--- src/rtl/base64url_stream_codec_macros.svh ---
`ifndef BASE64URL_STREAM_CODEC_MACROS_SVH
`define BASE64URL_STREAM_CODEC_MACROS_SVH

// same-cycle implication, checked while out of reset
`define B64U_ASSERT_NOW(label, ante, cons) \
	label: assert property (@(posedge clk) disable iff (!arst_n) (ante) |-> (cons)) \
		else $error("b64u assertion failed");

// next-cycle implication, checked while out of reset
`define B64U_ASSERT_NEXT(label, ante, cons) \
	label: assert property (@(posedge clk) disable iff (!arst_n) (ante) |=> (cons)) \
		else $error("b64u assertion failed");

`endif

--- src/rtl/b64u_pkg.sv ---
`timescale 1ns / 1ps
`default_nettype none
package b64u_pkg;

	typedef enum logic {
		MODE_ENC = 1'b0,
		MODE_DEC = 1'b1
	} mode_t;

	localparam logic [7:0] PAD_CHAR = 8'h3D;
	localparam int QUEUE_DEPTH = 2;

	// one finished group: up to four result bytes
	typedef struct packed {
		logic [3:0][7:0] bytes;
		logic [2:0]      nres;
		logic            last;
		logic            bad;
	} cmd_t;

	function automatic logic [7:0] enc_char(input logic [5:0] v);
		logic [7:0] r;
		if (v < 6'd26) begin
			r = 8'h41 + {2'b00, v};
		end else if (v < 6'd52) begin
			r = 8'h61 + {2'b00, v} - 8'd26;
		end else if (v < 6'd62) begin
			r = 8'h30 + {2'b00, v} - 8'd52;
		end else if (v == 6'd62) begin
			r = 8'h2D;
		end else begin
			r = 8'h5F;
		end
		return r;
	endfunction

	function automatic logic [5:0] dec_value(input logic [7:0] c);
		logic [5:0] r;
		if (c >= 8'h41 && c <= 8'h5A) begin
			r = 6'(c - 8'h41);
		end else if (c >= 8'h61 && c <= 8'h7A) begin
			r = 6'(c - 8'h61 + 8'd26);
		end else if (c >= 8'h30 && c <= 8'h39) begin
			r = 6'(c - 8'h30 + 8'd52);
		end else if (c == 8'h2D) begin
			r = 6'd62;
		end else if (c == 8'h5F) begin
			r = 6'd63;
		end else begin
			r = 6'd0;
		end
		return r;
	endfunction

endpackage
`default_nettype wire

--- src/rtl/b64u_front.sv ---
`timescale 1ns / 1ps
`default_nettype none
module b64u_front (
	input  wire logic            clk,
	input  wire logic            arst_n,
	input  wire logic            cfg_we,
	input  wire logic            cfg_mode,
	input  wire logic            in_fire,
	input  wire logic [7:0]      in_byte,
	input  wire logic            in_last,
	output logic                 push,
	output b64u_pkg::cmd_t       cmd
);
	import b64u_pkg::*;

	mode_t       mode_q;
	logic [23:0] gb_q;
	logic [1:0]  cnt_q;
	logic [2:0]  pad_q;

	logic [23:0] gb_n;
	logic [1:0]  cnt_n;
	logic [2:0]  pad_n;
	logic        push_c;
	cmd_t        cmd_c;

	logic [1:0]  cnt_e;
	logic [23:0] gb_e;
	logic [23:0] ins;
	logic [2:0]  n;
	logic [2:0]  nchars;
	logic [5:0]  v;
	logic [2:0]  pad_i;

	always_comb begin
		gb_n   = gb_q;
		cnt_n  = cnt_q;
		pad_n  = pad_q;
		push_c = 1'b0;
		cmd_c  = '0;
		cnt_e  = (cnt_q == 2'd3) ? 2'd0 : cnt_q;
		gb_e   = (cnt_q == 2'd3) ? 24'd0 : gb_q;
		ins    = '0;
		n      = 3'd0;
		nchars = 3'd0;
		v      = dec_value(in_byte);
		pad_i  = (in_byte == PAD_CHAR && pad_q < 3'd4) ? pad_q + 3'd1 : pad_q;
		if (mode_q == MODE_ENC) begin
			unique case (cnt_e)
				2'd0:    ins = {in_byte, 16'h0000};
				2'd1:    ins = {8'h00, in_byte, 8'h00};
				2'd2:    ins = {16'h0000, in_byte};
				default: ins = '0;
			endcase
			gb_n = gb_e | ins;
			n    = {1'b0, cnt_e} + 3'd1;
			if (n < 3'd3 && !in_last) begin
				cnt_n = n[1:0];
				if (cnt_q == 2'd3) begin
					pad_n = 3'd0;
				end
			end else begin
				nchars = (n >= 3'd3) ? 3'd4 : n + 3'd1;
				for (int j = 0; j < 4; j++) begin
					cmd_c.bytes[j] = (3'(j) < nchars) ?
						enc_char(gb_n[23 - 6 * j -: 6]) : PAD_CHAR;
				end
				cmd_c.nres = 3'd4;
				cmd_c.last = in_last;
				push_c     = 1'b1;
				gb_n       = '0;
				cnt_n      = '0;
				pad_n      = '0;
			end
		end else begin
			unique case (cnt_q)
				2'd0:    ins = {v, 18'h0};
				2'd1:    ins = {6'h0, v, 12'h0};
				2'd2:    ins = {12'h0, v, 6'h0};
				default: ins = {18'h0, v};
			endcase
			gb_n  = gb_q | ins;
			pad_n = pad_i;
			if (cnt_q != 2'd3) begin
				if (in_last) begin
					cmd_c.nres = 3'd1;
					cmd_c.last = 1'b1;
					cmd_c.bad  = 1'b1;
					push_c     = 1'b1;
					gb_n       = '0;
					cnt_n      = '0;
					pad_n      = '0;
				end else begin
					cnt_n = cnt_q + 2'd1;
				end
			end else begin
				if (pad_i >= 3'd3) begin
					if (in_last) begin
						cmd_c.nres = 3'd1;
						cmd_c.last = 1'b1;
						cmd_c.bad  = 1'b1;
						push_c     = 1'b1;
					end
				end else begin
					cmd_c.bytes[0] = gb_n[23:16];
					cmd_c.bytes[1] = gb_n[15:8];
					cmd_c.bytes[2] = gb_n[7:0];
					cmd_c.nres     = 3'd3 - pad_i;
					cmd_c.last     = in_last;
					push_c         = 1'b1;
				end
				gb_n  = '0;
				cnt_n = '0;
				pad_n = '0;
			end
		end
	end

	always_ff @(posedge clk or negedge arst_n) begin
		if (!arst_n) begin
			mode_q <= MODE_ENC;
			gb_q   <= '0;
			cnt_q  <= '0;
			pad_q  <= '0;
		end else if (cfg_we) begin
			mode_q <= mode_t'(cfg_mode);
			gb_q   <= '0;
			cnt_q  <= '0;
			pad_q  <= '0;
		end else if (in_fire) begin
			gb_q  <= gb_n;
			cnt_q <= cnt_n;
			pad_q <= pad_n;
		end
	end

	assign push = in_fire && push_c;
	assign cmd  = cmd_c;

endmodule
`default_nettype wire

--- src/rtl/b64u_queue.sv ---
`timescale 1ns / 1ps
`default_nettype none
module b64u_queue (
	input  wire logic            clk,
	input  wire logic            arst_n,
	input  wire logic            push,
	input  wire b64u_pkg::cmd_t  wr_cmd,
	input  wire logic            pop,
	output logic                 full,
	output logic                 not_empty,
	output b64u_pkg::cmd_t       rd_cmd
);
	import b64u_pkg::*;

	localparam int PW = $clog2(QUEUE_DEPTH);

	cmd_t          mem_q [QUEUE_DEPTH];
	logic [PW-1:0] wp_q;
	logic [PW-1:0] rp_q;
	logic [PW:0]   cnt_q;

	assign full      = (cnt_q == (PW + 1)'(QUEUE_DEPTH));
	assign not_empty = (cnt_q != '0);
	assign rd_cmd    = mem_q[rp_q];

	always_ff @(posedge clk) begin
		if (push) begin
			mem_q[wp_q] <= wr_cmd;
		end
	end

	always_ff @(posedge clk or negedge arst_n) begin
		if (!arst_n) begin
			wp_q  <= '0;
			rp_q  <= '0;
			cnt_q <= '0;
		end else begin
			if (push) begin
				wp_q <= wp_q + PW'(1);
			end
			if (pop) begin
				rp_q <= rp_q + PW'(1);
			end
			if (push && !pop) begin
				cnt_q <= cnt_q + (PW + 1)'(1);
			end else if (pop && !push) begin
				cnt_q <= cnt_q - (PW + 1)'(1);
			end
		end
	end

endmodule
`default_nettype wire

--- src/rtl/b64u_back.sv ---
`timescale 1ns / 1ps
`default_nettype none
module b64u_back (
	input  wire logic            clk,
	input  wire logic            arst_n,
	input  wire logic            q_valid,
	input  wire b64u_pkg::cmd_t  q_cmd,
	output logic                 pop,
	output logic                 out_valid,
	input  wire logic            out_ready,
	output logic [7:0]           out_byte,
	output logic                 out_last,
	output logic                 out_bad
);
	import b64u_pkg::*;

	logic [1:0] k_q;
	logic       valid_q;
	logic [7:0] byte_q;
	logic       last_q;
	logic       bad_q;
	logic       load;
	logic       final_res;
	logic [2:0] last_idx;

	assign last_idx  = q_cmd.nres - 3'd1;
	assign final_res = ({1'b0, k_q} == last_idx);
	assign load      = q_valid && (!valid_q || out_ready);
	assign pop       = load && final_res;

	always_ff @(posedge clk or negedge arst_n) begin
		if (!arst_n) begin
			valid_q <= 1'b0;
			k_q     <= '0;
		end else begin
			if (load) begin
				valid_q <= 1'b1;
				k_q     <= final_res ? 2'd0 : k_q + 2'd1;
			end else if (out_ready) begin
				valid_q <= 1'b0;
			end
		end
	end

	always_ff @(posedge clk) begin
		if (load) begin
			byte_q <= q_cmd.bytes[k_q];
			last_q <= q_cmd.last && final_res;
			bad_q  <= q_cmd.bad;
		end
	end

	assign out_valid = valid_q;
	assign out_byte  = byte_q;
	assign out_last  = last_q;
	assign out_bad   = bad_q;

endmodule
`default_nettype wire

--- src/rtl/base64url_stream_codec.sv ---
// a finished group is queued, then its results pass one at a time to the output register
// throughput: one item in per cycle while the queue has room; one result out per cycle
// while m_tready is high; encoding is paced by the single-result output register
// reset: arst_n clears mode to encode, the partial group, the queue and the output valid
`timescale 1ns / 1ps
`default_nettype none
`include "base64url_stream_codec_macros.svh"
module base64url_stream_codec (
	input  wire logic        clk,
	input  wire logic        arst_n,
	input  wire logic        s_tvalid,
	output logic             s_tready,
	input  wire logic [7:0]  s_tdata,   // in_byte
	input  wire logic        s_tlast,
	output logic             m_tvalid,
	input  wire logic        m_tready,
	output logic [7:0]       m_tdata,   // out_byte
	output logic             m_tlast,
	output logic             m_tuser,   // bad_length
	input  wire logic        cfg_valid,
	output logic             cfg_ready,
	input  wire logic        cfg_data
);
	import b64u_pkg::*;

	logic q_push;
	logic q_pop;
	logic q_full;
	logic q_valid;
	logic in_fire;
	cmd_t wr_cmd;
	cmd_t rd_cmd;

	assign cfg_ready = 1'b1;
	assign s_tready  = !q_full;
	assign in_fire   = s_tvalid && s_tready;

	b64u_front u_front (
		.clk      (clk),
		.arst_n   (arst_n),
		.cfg_we   (cfg_valid && cfg_ready),
		.cfg_mode (cfg_data),
		.in_fire  (in_fire),
		.in_byte  (s_tdata),
		.in_last  (s_tlast),
		.push     (q_push),
		.cmd      (wr_cmd)
	);

	b64u_queue u_queue (
		.clk       (clk),
		.arst_n    (arst_n),
		.push      (q_push),
		.wr_cmd    (wr_cmd),
		.pop       (q_pop),
		.full      (q_full),
		.not_empty (q_valid),
		.rd_cmd    (rd_cmd)
	);

	b64u_back u_back (
		.clk       (clk),
		.arst_n    (arst_n),
		.q_valid   (q_valid),
		.q_cmd     (rd_cmd),
		.pop       (q_pop),
		.out_valid (m_tvalid),
		.out_ready (m_tready),
		.out_byte  (m_tdata),
		.out_last  (m_tlast),
		.out_bad   (m_tuser)
	);

	`B64U_ASSERT_NOW(a_pop_nonempty, q_pop, q_valid)
	`B64U_ASSERT_NOW(a_push_space, q_push, !q_full)
	`B64U_ASSERT_NOW(a_error_is_last, m_tvalid && m_tuser, m_tlast && m_tdata == 8'h00)

endmodule
`default_nettype wire

--- config.mk ---
export PLATFORM = sky130hd
export DESIGN_NAME = base64url_stream_codec
export DESIGN_NICKNAME = d
export VERILOG_FILES = /design/src/rtl/b64u_pkg.sv /design/src/rtl/b64u_front.sv /design/src/rtl/b64u_queue.sv /design/src/rtl/b64u_back.sv /design/src/rtl/base64url_stream_codec.sv
export VERILOG_INCLUDE_DIRS = /design/src /design/src/rtl
export SDC_FILE = /design/constraint.sdc
export NUM_CORES = 1
export LEC_CHECK = 0
export ABC_AREA = 1
export BUFFER_PORTS_ARGS = -buffer_cell sky130_fd_sc_hd__buf_4
export CORE_MARGIN = 2
export CORE_UTILIZATION = 42
export DETAILED_ROUTE_END_ITERATION = 7
export MAX_ROUTING_LAYER = met4
export PLACE_DENSITY = 0.66
export SETUP_SLACK_MARGIN = 0.5
export SLEW_MARGIN = 20
export SYNTH_ARGS = -nofsm -noshare
export SYNTH_HDL_FRONTEND = slang
export SYNTH_SLANG_ARGS = --single-unit
--- constraint.sdc ---
create_clock -name clk -period 9.7 [get_ports clk]
set_input_delay 1.455 -clock clk [delete_from_list [all_inputs] [get_ports clk]]
set_output_delay 1.455 -clock clk [all_outputs]
set_load 0.05 [all_outputs]
Word level (Yosys, flattened, before mapping) --
Memory sizes are Yosys's and may differ from the RTL's. Cells that the tools add are included.
Word-level totals: register bits 47, memory bits (writable) 74, output and inout port bits 13, word-level logic and storage cells 195, memories kept 1
Memories:
- u_queue.mem_q | depth 2, width 37, read ports 1, clocked after Yosys merged registers in 0, wr ports 1, line b64u_queue.sv:17 | cmd_t mem_q [QUEUE_DEPTH];
Operators by class: add/subtract/negate cells 36, $lt $le $gt $ge 27, eq/ne operators 16, muxes and demuxes 76, bitwise operators 2, reduce and logical (&&, ||, !) cells 25
Operators by type and width (number):
- two-way mux 24 bit | 11
- two-way mux 8 bit | 18
- case mux 24 bit (3 select lines) | 2
- adder 7 x 6 -> 8 bit (first input constant) | 8
- less-than comparator 6 bit (second input constant) | 8
- bitwise OR 24 bit | 2
- two-way mux 36 bit | 1
- subtractor 8 x 5 -> 8 bit (second input constant) | 4
- subtractor 8 x 6 -> 8 bit (second input constant) | 4
- two-way mux 3 bit | 10
- two-way mux 6 bit | 5
- adder 6 x 6 -> 7 bit (first input constant) | 4
- two-way mux 28 bit | 1
- two-way mux 7 bit | 4
- equality test 6 bit (second input constant) | 4
- less-than comparator 6 x 5 -> 1 bit (second input constant) | 4
- two-way mux 2 bit | 10
- binary-select mux 8 bit (select 2 bit) | 1
- equality test 8 x 6 -> 1 bit (second input constant) | 2
- greater-or-equal comparator 8 x 7 -> 1 bit (second input constant) | 2
- less-or-equal comparator 8 x 7 -> 1 bit (second input constant) | 2
- logical AND 1 bit | 12
- subtractor 6 bit (second input constant) | 2
- two-way mux 1 bit | 11
- other kinds (31) | 50

Depth between registers and ports, before layout --
depth after elaboration 14, mapped depth 18

Modules after synthesis --
From an unflattened synthesis, not the netlist that was laid out.
Second synthesis, totals: cells, all modules 1085, area total of the unflattened synthesis 8667.1 µm²
Modules (own cells, without submodules):
- b64u_front | times used 1, cells an instance 841, area an instance 4874.7 µm², seq. area each 750.7 µm²
- b64u_queue | times used 1, cells an instance 140, area an instance 2959.1 µm², seq. area each 2322.2 µm²
- b64u_back | times used 1, cells an instance 99, area an instance 808.3 µm², seq. area each 375.4 µm²
- base64url_stream_codec | times used 1, cells an instance 5, area an instance 25.0 µm², seq. area each 0.0 µm²

Least setup slack after synthesis --
OpenSTA, ideal clock, no wires.
path type input -> register, start input s_tdata[1], end memory u_queue.mem_q[1][0] (netlist bit), enable pin, setup time 0.431 ns, arrival 4.279 ns, required time 9.269 ns, slack 4.990 ns, stages on the path 13, cell sequence buf_2 inv_1 ha_1 nand2_1 inv_1 nand3_1 nand2_1 nand2_1 nand2_2 nand3_2 nand3_1 nand2_1 nor2_1
Between the ends: word-level cells in the longest chain between the ends 10
RTL lines:
- start, declared | line base64url_stream_codec.sv:13 | input wire logic [7:0] s_tdata,
- equality test 8 x 6 -> 1 bit | line b64u_front.sv:47 | pad_i = (in_byte == PAD_CHAR && pad_q < 3'd4) ? pad_q + 3'd1 : pad_q;
- logical AND 1 bit | line b64u_front.sv:47
- two-way mux 3 bit | line b64u_front.sv:47
- greater-or-equal comparator 3 x 2 -> 1 bit | line b64u_front.sv:97 | if (pad_i >= 3'd3) begin
- two-way mux 1 bit | line b64u_front.sv:97
- two-way mux 1 bit | line b64u_front.sv:84 | if (cnt_q != 2'd3) begin
- two-way mux 1 bit | line b64u_front.sv:48 | if (mode_q == MODE_ENC) begin
- logical AND 1 bit | line b64u_front.sv:137 | assign push = in_fire && push_c;
- two-way mux 1 bit | line b64u_queue.sv:27 | if (push) begin
- two-way mux 1 bit (implied by the code) | line b64u_queue.sv:28 | mem_q[wp_q] <= wr_cmd;
- end, declared | line b64u_queue.sv:17
No other way between the ends.

Final worst setup path --
start input s_tdata[1], end memory u_queue.mem_q[1][9] (netlist bit), enable pin
Same word-level chain as after synthesis.

==> results.toml <==
[clock_tree]
max-clock-path-buffers = 2
numCtsBuffers = 17
clk_latency_ps = 430
htree_levels = 4
cts_setup_buffers = 0
cts_sinks = 121
clk_pin_slew_ps = 60
cts-root-buf = "clkbuf_16"
hold_buffers = 0
cts_tree = "built"
cts_resized = 0

[cells_and_area]
num_antenna_cells = 0
drive_above_1_share_pct = 10.11
syn_to_final_growth_pct = 10.84
fin_area_sq_um = 9873
fillCellCount = 2085
layout_common_cells = "nand2_1 (332), nand3_1 (128), nor2_1 (115)"
nets = 1267
layout_commonest_cell = "nand2_1"

[global_route]
grt_usage_pct = 23.78
grt_max_degree = 39
grt_pass1_vias = 7379
grt_pass1_wl_um = 39800
antenna_found_initial = 0
grt_overflow = 0

[worst_setup_path]
max_stage_delay_ps = 820
worstPathRequired_ps = 9730
reg2reg_to = "u_queue.mem_q[1][16]"
crit_type = "in2reg"
path_cells = "buf_4, inv_1, ha_1, nand2_1, inv_1, nand3_1, nand2_1, nand2_1, nand2_2, nand3_2, nand3_1, nand2_1, nor2_4"
r2r_start = "u_front.cnt_q[0]"
crit_slowest_cell = "nor2_4"
critPathLaunchType = "input pin"
cp_common_cell = "nand2_1"
arrival_ps = 3840
worst-path-max-fanout = 37
r2r_cells = 15
cp-end-kind = "flop"
reg2reg_setup_slack_ps = 6220
cp_top_family = "simple AND/OR/NAND/NOR gates"
crit_buf_inv = 3

[sta]
fin_tns_setup_ps = 0
slew_headroom_pct = 29.78
setup_viol = 0
fin_ws_ps = 5895
min_period_over_period_pct = 39.23
rsz0062_at_grt = "no"
max_freq_mhz = 262.8
worst_pin_slew_ps = 1051
post-route-min-period_ps = 3805
slew_viol_final = 0
clock_skew_ps = 14.98
hold_viol = 0

[run]
maxCapViolations = 0

[detailed_routing]
vias = 8118
ant_nets = 0
drcViolationCount = 0
drt_iter0_drc = 728
avgRoutedWirePerCell_um = 17.12
drt-total-wl_um = 25380
firstDrtPassIters = 6
viasPerCell = 5.478

[hold_path]
hold_end = "u_queue.wp_q"
hold_path.startpoint = "u_queue.wp_q"
hold_path.class = "reg2reg"
whs_path_depth = 2

[synthesis]
syn_avg_cell_area_sq_um = 7.561
synth_edf_count = 84
synthDistinctLibCells = 48
netlist_area_sq_um = 8907
synth-main-ff-cell = "edfxtp_1"
synthCells = 1178
synth_nets = 1251
async_reset_ff_share_pct = 30.58
ys_ff_latch = 121
synth-seq-area-share_pct = 38.71
yosysWarnings = 0

[placed_design]
post-place-ws_ps = 5518
dp_hpwl_um = 17970
placed_area_sq_um = 9305
gp_congestion = 0.9719
port_buffers = 26

[outcome]
outcome = "finished clean"

[pwr]
p_per_area_nw_per_um2 = 221.2
ir_drop_v = 0.0001222
p_leak_uw = 0.004591

[die]
die_area_sq_um = 22390
die_h_um = 149.6
fp-row-count = 53
pin_count = 28
fp.coreArea_sq_um = 20890
fp.dieW_um = 149.6
start_util_pct = 42.64
==> report_power, final <==
group	internal, uW	switching [uW]
clock network	358	256
registers	669	39.8
logic	253	609
total	1280	904
==> worst register-to-register path: stages (launching register included) <==
cell	delay [ps]
dfrtp_1	440
inv_1	140
ha_1	430
inv_2	240
nand3_2	150
o21ai_2	140
clkinv_2	170
ha_1	240
nand2_1	60
nor2_1	40
nor2_1	560
nor2_1	200
nand2_1	120
nand3_1	90
nand2_1	70
nand2_1	110
==> per-layer routing <==
layer	vias to the layer above	global-route usage (%)	wire [um]
li1	3947	-	-
met3	42	3.110	1608
met1	3791	32.42	11420
met5	-	-	0
met4	0	7.905	608
met2	338	36.70	11740
==> how the worst max path moves through the flow <==
| stage | startpoint | slack [ps] | depth (start not counted) | endpoint |
|---|---|---|---|---|
| 3_5_place_dp | s_tdata[1] | 5520 | 13 | u_queue.mem_q[1][20] |
| 5_1_grt | s_tdata[1] | 5640 | 13 | u_queue.mem_q[1][2] |
| 2_1_floorplan | s_tdata[1] | 4990 | 13 | u_queue.mem_q[1][0] |
| 4_1_cts | s_tdata[1] | 5930 | 13 | u_queue.mem_q[1][2] |
| 3_3_place_gp | s_tdata[1] | 5560 | 13 | u_queue.mem_q[1][12] |
| 6_report | s_tdata[1] | 5890 | 13 | u_queue.mem_q[1][9] |
==> synthesized netlist by cell type (all sizes together) (12+ instances only) <==
cell type	number	share of area, %
nor2	120	5.2
clkbuf	15	0.63
inv	129	5.4
dfrtp	37	10
ha	58	8.1
buf	23	1.8
a31oi	12	0.84
nand2	338	15
nand3	134	7.9
o22ai	17	1.8
a21oi	54	3.3
nand4	14	0.98
o21ai	83	5.5
xor2	26	2.6
edfxtp	84	28
==> per-stage QoR <==
stage	util [%]	cells	power, uW	hold WS, ps
floorplan	-	1178	1336	441.9
detailed placement	44.55	1450	1573	465.0
finish	47.27	1482	2184	477.7
global route	47.27	1482	2309	493.7
CTS	47.27	1482	2182	477.4
global placement	44.55	1450	1564	461.3
==> logic make-up after synthesis <==
group	after synthesis	share of synthesized area, %
DFF	121	38.71
xor gates and xnor gates	28	2.753
adders and majority gates	58	8.147
buffers and inverters	172	8.091
AOI/OAI and AO/OA	182	12.95
and+or+nand+nor	614	29.08
muxes	2	0.2248
other	1	0.04210
==> area by class of cell <==
class,instances,area [sq um],share of cell area [%]
clock inverter,15,142.6,1.445
sequential,121,3448,34.93
inverter,134,504.2,5.107
tap,275,344.1,3.485
clock buffer,17,425.4,4.309
timing repair buffer,35,262.8,2.661
multi-input combinational,885,4746,48.07
==> flip-flops by register name, summed over array words and instances, names as in the netlist <==
| name | flops |
|---|---|
| u_back.out_bad | 1 |
| u_back.out_byte | 8 |
| u_front.mode_q | 1 |
| u_front.cnt_q | 2 |
| u_queue.rp_q | 1 |
| u_queue.cnt_q | 2 |
| u_back.k_q | 2 |
| u_back.out_valid | 1 |
| u_front.gb_q | 24 |
| u_queue.wp_q | 1 |
| u_front.pad_q | 3 |
| u_back.out_last | 1 |
| u_queue.mem_q | 74 |
Power figures use the tool's default switching activity.
